==> config.mk <==
export PLATFORM = sky130hd
export DESIGN_NAME = rgbads_raster_ctrl
export DESIGN_NICKNAME = d
export VERILOG_FILES = /design/src/design/rgbads_pkg.sv /design/src/design/rgbads_raster_ctrl.sv
export SDC_FILE = /design/constraint.sdc
export NUM_CORES = 1
export LEC_CHECK = 0
export ABC_AREA = 1
export BUFFER_PORTS_ARGS = -buffer_cell sky130_fd_sc_hd__buf_2
export CAP_MARGIN = 20
export CORE_MARGIN = 1.5
export CORE_UTILIZATION = 50
export DETAILED_ROUTE_END_ITERATION = 16
export GPL_ROUTABILITY_DRIVEN = 0
export PLACE_DENSITY = 0.68
export SLEW_MARGIN = 40
export SYNTH_ARGS = -nofsm -noshare
export SYNTH_HDL_FRONTEND = slang
export SYNTH_SLANG_ARGS = --single-unit
==> constraint.sdc <==
create_clock -name aclk -period 6.9 [get_ports aclk]
set_input_delay 2.07 -clock aclk [delete_from_list [all_inputs] [get_ports aclk]]
set_output_delay 2.07 -clock aclk [all_outputs]
set_load 0.02 [all_outputs]
==> src/design/rgbads_pkg.sv <==
`default_nettype none

package rgbads_pkg;

    localparam int MAX_WIDTH  = 4096;
    localparam int LINE_DEPTH = MAX_WIDTH / 2;
    localparam int SLOT_W     = $clog2(LINE_DEPTH);
    localparam int COL_W      = $clog2(MAX_WIDTH);
    localparam int WIDTH_W    = COL_W + 1;
    localparam int ROW_W      = 16;
    localparam int CFG_DATA_W = 16;
    localparam int CFG_IDX_W  = 1;
    localparam int CHAN_W     = 8;
    localparam int PAIR_W     = CHAN_W + 1;
    localparam int LINE_W     = 4 * PAIR_W;

    localparam logic [CFG_IDX_W-1:0] CFG_FRAME_WIDTH  = 1'd0;
    localparam logic [CFG_IDX_W-1:0] CFG_FRAME_HEIGHT = 1'd1;

    localparam logic [WIDTH_W-1:0] WIDTH_RESET  = WIDTH_W'(640);
    localparam logic [ROW_W-1:0]   HEIGHT_RESET = ROW_W'(480);

    // raster position of the pixel at the input
    typedef struct packed {
        logic [SLOT_W-1:0] slot;
        logic              odd_col;
        logic              odd_row;
        logic              last_pair;
    } pos_t;

endpackage

`default_nettype wire

==> src/design/rgbads_raster_ctrl.sv <==
`default_nettype none

module rgbads_raster_ctrl
    import rgbads_pkg::*;
(
    input  wire logic                  aclk,
    input  wire logic                  aresetn,
    input  wire logic                  cfg_we,
    input  wire logic [CFG_IDX_W-1:0]  cfg_index,
    input  wire logic [CFG_DATA_W-1:0] cfg_wdata,
    input  wire logic                  advance,
    output pos_t                       pos
);

    logic [WIDTH_W-1:0] width_reg;
    logic [ROW_W-1:0]   height_reg;
    logic [COL_W-1:0]   col_reg, col_next;
    logic [ROW_W-1:0]   row_reg, row_next;

    logic [WIDTH_W-1:0] eff_w;
    logic [ROW_W-1:0]   eff_h;
    logic [WIDTH_W-1:0] col_inc;
    logic [ROW_W:0]     row_inc;
    logic [WIDTH_W-1:0] last_col;
    logic [ROW_W:0]     last_row;

    always_ff @(posedge aclk) begin
        if (!aresetn) begin
            width_reg  <= WIDTH_RESET;
            height_reg <= HEIGHT_RESET;
        end else if (cfg_we) begin
            case (cfg_index)
                CFG_FRAME_WIDTH:  width_reg  <= cfg_wdata[WIDTH_W-1:0];
                CFG_FRAME_HEIGHT: height_reg <= cfg_wdata[ROW_W-1:0];
                default: ;
            endcase
        end
    end

    // zero counts as one; clamp width to the line store
    always_comb begin
        if (width_reg == '0) begin
            eff_w = WIDTH_W'(1);
        end else if (width_reg > WIDTH_W'(MAX_WIDTH)) begin
            eff_w = WIDTH_W'(MAX_WIDTH);
        end else begin
            eff_w = width_reg;
        end
        eff_h = (height_reg == '0) ? ROW_W'(1) : height_reg;
    end

    assign col_inc  = {1'b0, col_reg} + WIDTH_W'(1);
    assign row_inc  = {1'b0, row_reg} + (ROW_W+1)'(1);
    // an odd trailing column or row has no last pair; the all-ones result never matches
    assign last_col = {eff_w[WIDTH_W-1:1], 1'b0} - WIDTH_W'(1);
    assign last_row = {1'b0, eff_h[ROW_W-1:1], 1'b0} - (ROW_W+1)'(1);

    always_comb begin
        col_next = col_reg;
        row_next = row_reg;
        if (advance) begin
            if (col_inc >= eff_w) begin
                col_next = '0;
                row_next = (row_inc >= {1'b0, eff_h}) ? '0 : row_inc[ROW_W-1:0];
            end else begin
                col_next = col_inc[COL_W-1:0];
            end
        end
    end

    always_ff @(posedge aclk) begin
        if (!aresetn) begin
            col_reg <= '0;
            row_reg <= '0;
        end else begin
            col_reg <= col_next;
            row_reg <= row_next;
        end
    end

    assign pos.slot      = col_reg[COL_W-1:1];
    assign pos.odd_col   = col_reg[0];
    assign pos.odd_row   = row_reg[0];
    assign pos.last_pair = ({1'b0, col_reg} == last_col) && ({1'b0, row_reg} == last_row);

endmodule

`default_nettype wire

### Word-level counts from Yosys, hierarchy flattened

Cells that the tools add are included.

* register bits after elaboration: 57
* bits of input ports: 21
* output and inout port bits: 14
* logic and storage cells: 25

* add/sub/neg operators: 4
* order comparisons: 3
* equal/unequal tests: 2
* muxes and demuxes: 5
* bitwise operators: 1
* reductions and logical operators: 6

Operator list (count)
* 16-bit 2-to-1 mux: 2
* 13-bit 2-to-1 mux: 2
* 16-bit by 1-bit adder with 17-bit output, second input constant: 1
* 16-bit by 17-bit == test with 1-bit output: 1
* 17-bit by 16-bit greater-or-equal comparator with 1-bit output: 1
* 16-bit by 1-bit subtractor with 17-bit output, second input constant: 1
* 16-bit zero test: 1
* 12-bit by 1-bit adder with 13-bit output, second input constant: 1
* 12-bit by 13-bit == test with 1-bit output: 1
* 13-bit greater-or-equal comparator: 1
* 13-bit > comparator, second input constant: 1
* 13-bit zero test: 1
* 13-bit by 1-bit subtractor with 13-bit output, second input constant: 1
* 12-bit 2-to-1 mux: 1
* 2-bit AND reduction: 3
* 1-bit logical AND: 1
* 1-bit NOT: 1

### Depth between registers and ports, before layout

* depth in word-level cells: 6
* gate-level depth with buffers: 20
* gate-level depth less buffers: 19

### Worst setup path before layout

Ideal clock, no wire load.

* kind: register to output
* start: register width_reg[7]
* end: output port pos[0] in the netlist's numbering
* arrival: 2.294 ns
* data required time: 4.830 ns
* setup slack: 2.536 ns
* cell stages (with the launch flop): 20
* path buffers: 1
* path through: dfxtp_1 -> nor2_1 -> nand2_1 -> nor2_1 -> nand2_1 -> nand2_1 -> buf_2 -> nand2_1 -> ha_1 -> or2_2 -> nand3_1 -> nor3_1 -> nand2_1 -> nor2_1 -> nand2_1 -> nor2_1 -> nand3_1 -> nor2_1 -> nand3_1 -> nor2_1

RTL lines
* start, declared: RTL line rgbads_raster_ctrl.sv:15 `logic [WIDTH_W-1:0] width_reg;`
* start signal, assigned: RTL line rgbads_raster_ctrl.sv:33 `CFG_FRAME_WIDTH: width_reg <= cfg_wdata[WIDTH_W-1:0];`
* end, declared: RTL line rgbads_raster_ctrl.sv:12 `output pos_t pos`

==> results.sh <==
export IMPL_drt_initial_drc_count=201
export IMPL_seq_area_frac_synth_pct=26.31
export IMPL_syn2layout_area_growth_pct=10.16
export IMPL_path_max_fanout=12
export IMPL_worst_hold_path_type="reg2reg"
export IMPL_cts_buffers=9
export IMPL_cts_sinks=57
export IMPL_drive_above_1_share_pct=10.28
export IMPL_via_per_inst=5.438
export IMPL_powerDensity_mw_per_mm2=189.2
export IMPL_leakage_uw=0.002240
export IMPL_place_hpwl_um=8683
export IMPL_die_x_um=96.13
export IMPL_relSlewSlack_pct=49.50
export IMPL_synth_edf_count=0
export IMPL_port_buffers=34
export IMPL_wire_per_inst_um=14.27
export IMPL_final_common_cell="nand2_1"
export IMPL_yosysTopAreaCell="dfxtp_1"
export IMPL_wl_um=11210
export IMPL_ant_nets=0
export IMPL_status="finished clean"
export IMPL_hold_violations=0
export IMPL_crit_type="reg2out"
export IMPL_first_pass_iters=5
export IMPL_clk_latency_ns=0.34
export IMPL_ctsResizeCount=0
export IMPL_setup_violations=0
export IMPL_vdd_ir_drop_max_uv=91.41
export IMPL_crit_chain="nor2_1, nand2_1, nor2_1, nand2_1, nand2_1, nand2_1, ha_1, or2_2, nand3_1, nor3_1, nand2_1, nor2_1, nand2_1, nor2_1, nand3_1, nor2_1, nand3_1, nor2_1, buf_2"
export IMPL_ys_top_cells_by_area="dfxtp_1 26%, nand2_1 11%, ha_1 9.5%"
export IMPL_clock_path_buffers=2
export IMPL_max_freq_mhz=194.3
export IMPL_post_route_util_pct=57.56
export IMPL_layout_min_cycle_time_ns=5.148
export IMPL_vias=4274
export IMPL_dp_slack_ns=2.140
export IMPL_drc=0
export IMPL_syn_inst=653
export IMPL_synth_seq_cells=57
export IMPL_place_area_mm2=0.004544
export IMPL_synth_ff_type="dfxtp_1"
export IMPL_track_usage_pct=25.93
export IMPL_core_rowCount=33
export IMPL_synth_area_mm2=0.004337
export IMPL_core_mm2=0.008299
export IMPL_die_h_um=96.13
export IMPL_ys_async_sr_fraction_pct=0
export IMPL_arrival_ns=3.08
export IMPL_end_kind="output port"
export IMPL_antenna_found_initial=0
export IMPL_cp_start_kind="flop"
export IMPL_path_clk_slew_ns=0.07
export IMPL_grt_pass1_vias=4006
export IMPL_syn_num_nets=707
export IMPL_tightest_slew_ns=0.7556
export IMPL_yosysTopAreaCellShare_pct=26.31
export IMPL_critPathSlowestCell="dfxtp_1"
export IMPL_slew_viol_final=0
export IMPL_nNetsFinal=730
export IMPL_finalSetupTns_ns=0
export IMPL_cts_tree="built"
export IMPL_layout_common_cells="127 x nand2_1, 75 x nor2_1, 71 x inv_1"
export IMPL_worstPathRequired_ns=4.83
export IMPL_cts_hold_buf=0
export IMPL_yosysUniqueCellTypes=37
export IMPL_cts_htree_levels=3
export IMPL_ios=35
export IMPL_die_area_mm2=0.009241
export IMPL_cp_slowest_stage_delay_ns=0.36
export IMPL_post_route_period_util_pct=74.60
export IMPL_stdcell_area_mm2=0.004777
export IMPL_grt_setup_unrepaired="no"
export IMPL_yosysWarnings=0
export IMPL_cts_setup_buffers=0
export IMPL_gr_total_overflow=0
export IMPL_drv_cap=0
export IMPL_root_buffer="clkbuf_8"
export IMPL_antenna_cells=0
export IMPL_synth_area_per_cell_um2=6.641
export IMPL_grt_first_pass_wirelength_um=18420
export IMPL_finClkSkew_ns=0.007247
export IMPL_worst_slack_ns=1.752
export IMPL_grt_start_max_net_pins=47
export IMPL_start_util_pct=52.25
final cells by class:
class / instances / area [um^2]
repair buffers: 34 / 170.2
flip-flops and latches: 57 / 1141
fillers: 836 / 3522
clock inverters: 4 / 75.07
clock buffers: 12 / 155.1
well taps: 105 / 131.4
inverters: 79 / 296.5
multi-input cells: 495 / 2808
report_power, final:
| part | switching, uW | internal [uW] | total [uW] |
|---|---|---|---|
| sequential | 18.3 | 344 | 362 |
| clock | 150 | 223 | 374 |
| combinational | 106 | 61.4 | 168 |
cells in the mapped netlist, types with 10 or more instances:
| cell | n |
|---|---|
| xor2_1 | 31 |
| nor2_1 | 76 |
| o21ai_0 | 52 |
| nor3_1 | 10 |
| dfxtp_1 | 57 |
| xnor2_1 | 16 |
| ha_1 | 33 |
| inv_1 | 71 |
| a21oi_1 | 56 |
| nand3_1 | 39 |
| nand2_1 | 127 |
| clkbuf_1 | 16 |
| nand4_1 | 22 |
layer usage:
metal | GRT usage (%) | vias up | wire (um)
met4 | 9.069 | 0 | 132
met5 | 0 | - | 0
met3 | 3.081 | 13 | 278
met1 | 30.72 | 1991 | 5053
li1 | - | 2208 | -
met2 | 47.65 | 62 | 5749
final timing paths:
path | start | endpoint | slack (ns) | cells after the start
hold reg to reg | width_reg[11]$_SDFFE_PN0P_ | width_reg[11]$_SDFFE_PN0P_ | 0.47 | 2
setup / recovery | width_reg[7]$_SDFFE_PN1P_ | pos[0] | 1.75 | 19
setup reg to reg | col_reg[0]$_SDFFE_PN0P_ | row_reg[8]$_SDFFE_PN0P_ | 3.13 | 17
hold / removal | width_reg[11]$_SDFFE_PN0P_ | width_reg[11]$_SDFFE_PN0P_ | 0.47 | 2
stage by stage:
step                      hold WS (ns)  power [uW]  std cells
after CTS                       0.4759       907.5        786
after detailed placement        0.4655       534.6        770
final                           0.4744       903.6        786
after global routing            0.4964       949.8        786
after global placement          0.4572       531.1        770
after floorplan                 0.4290       492.2        653
critical path, delay by kind of cell (launching register included):
| family | cells | cell delay [ns] |
|---|---|---|
| buffers and inverters | 1 | 0.18 |
| flip-flops | 1 | 0.36 |
| AND/OR/NAND/NOR | 17 | 1.86 |
| adder cells (fa/ha/maj) | 1 | 0.33 |
cells by family (layout without fill, tap and decap cells):
logic type / after synthesis / in the layout / share of synthesized area (%)
AOI/OAI and AO/OA: 124 / 124 / 15.32
xor gates and xnor gates: 48 / 48 / 10.01
adders and majority gates: 33 / 33 / 9.521
buffers and inverters: 101 / 129 / 9.117
DFF: 57 / 57 / 26.31
and+or+nand+nor: 290 / 290 / 29.72
Note: power is estimated with default switching activity, not from simulation.
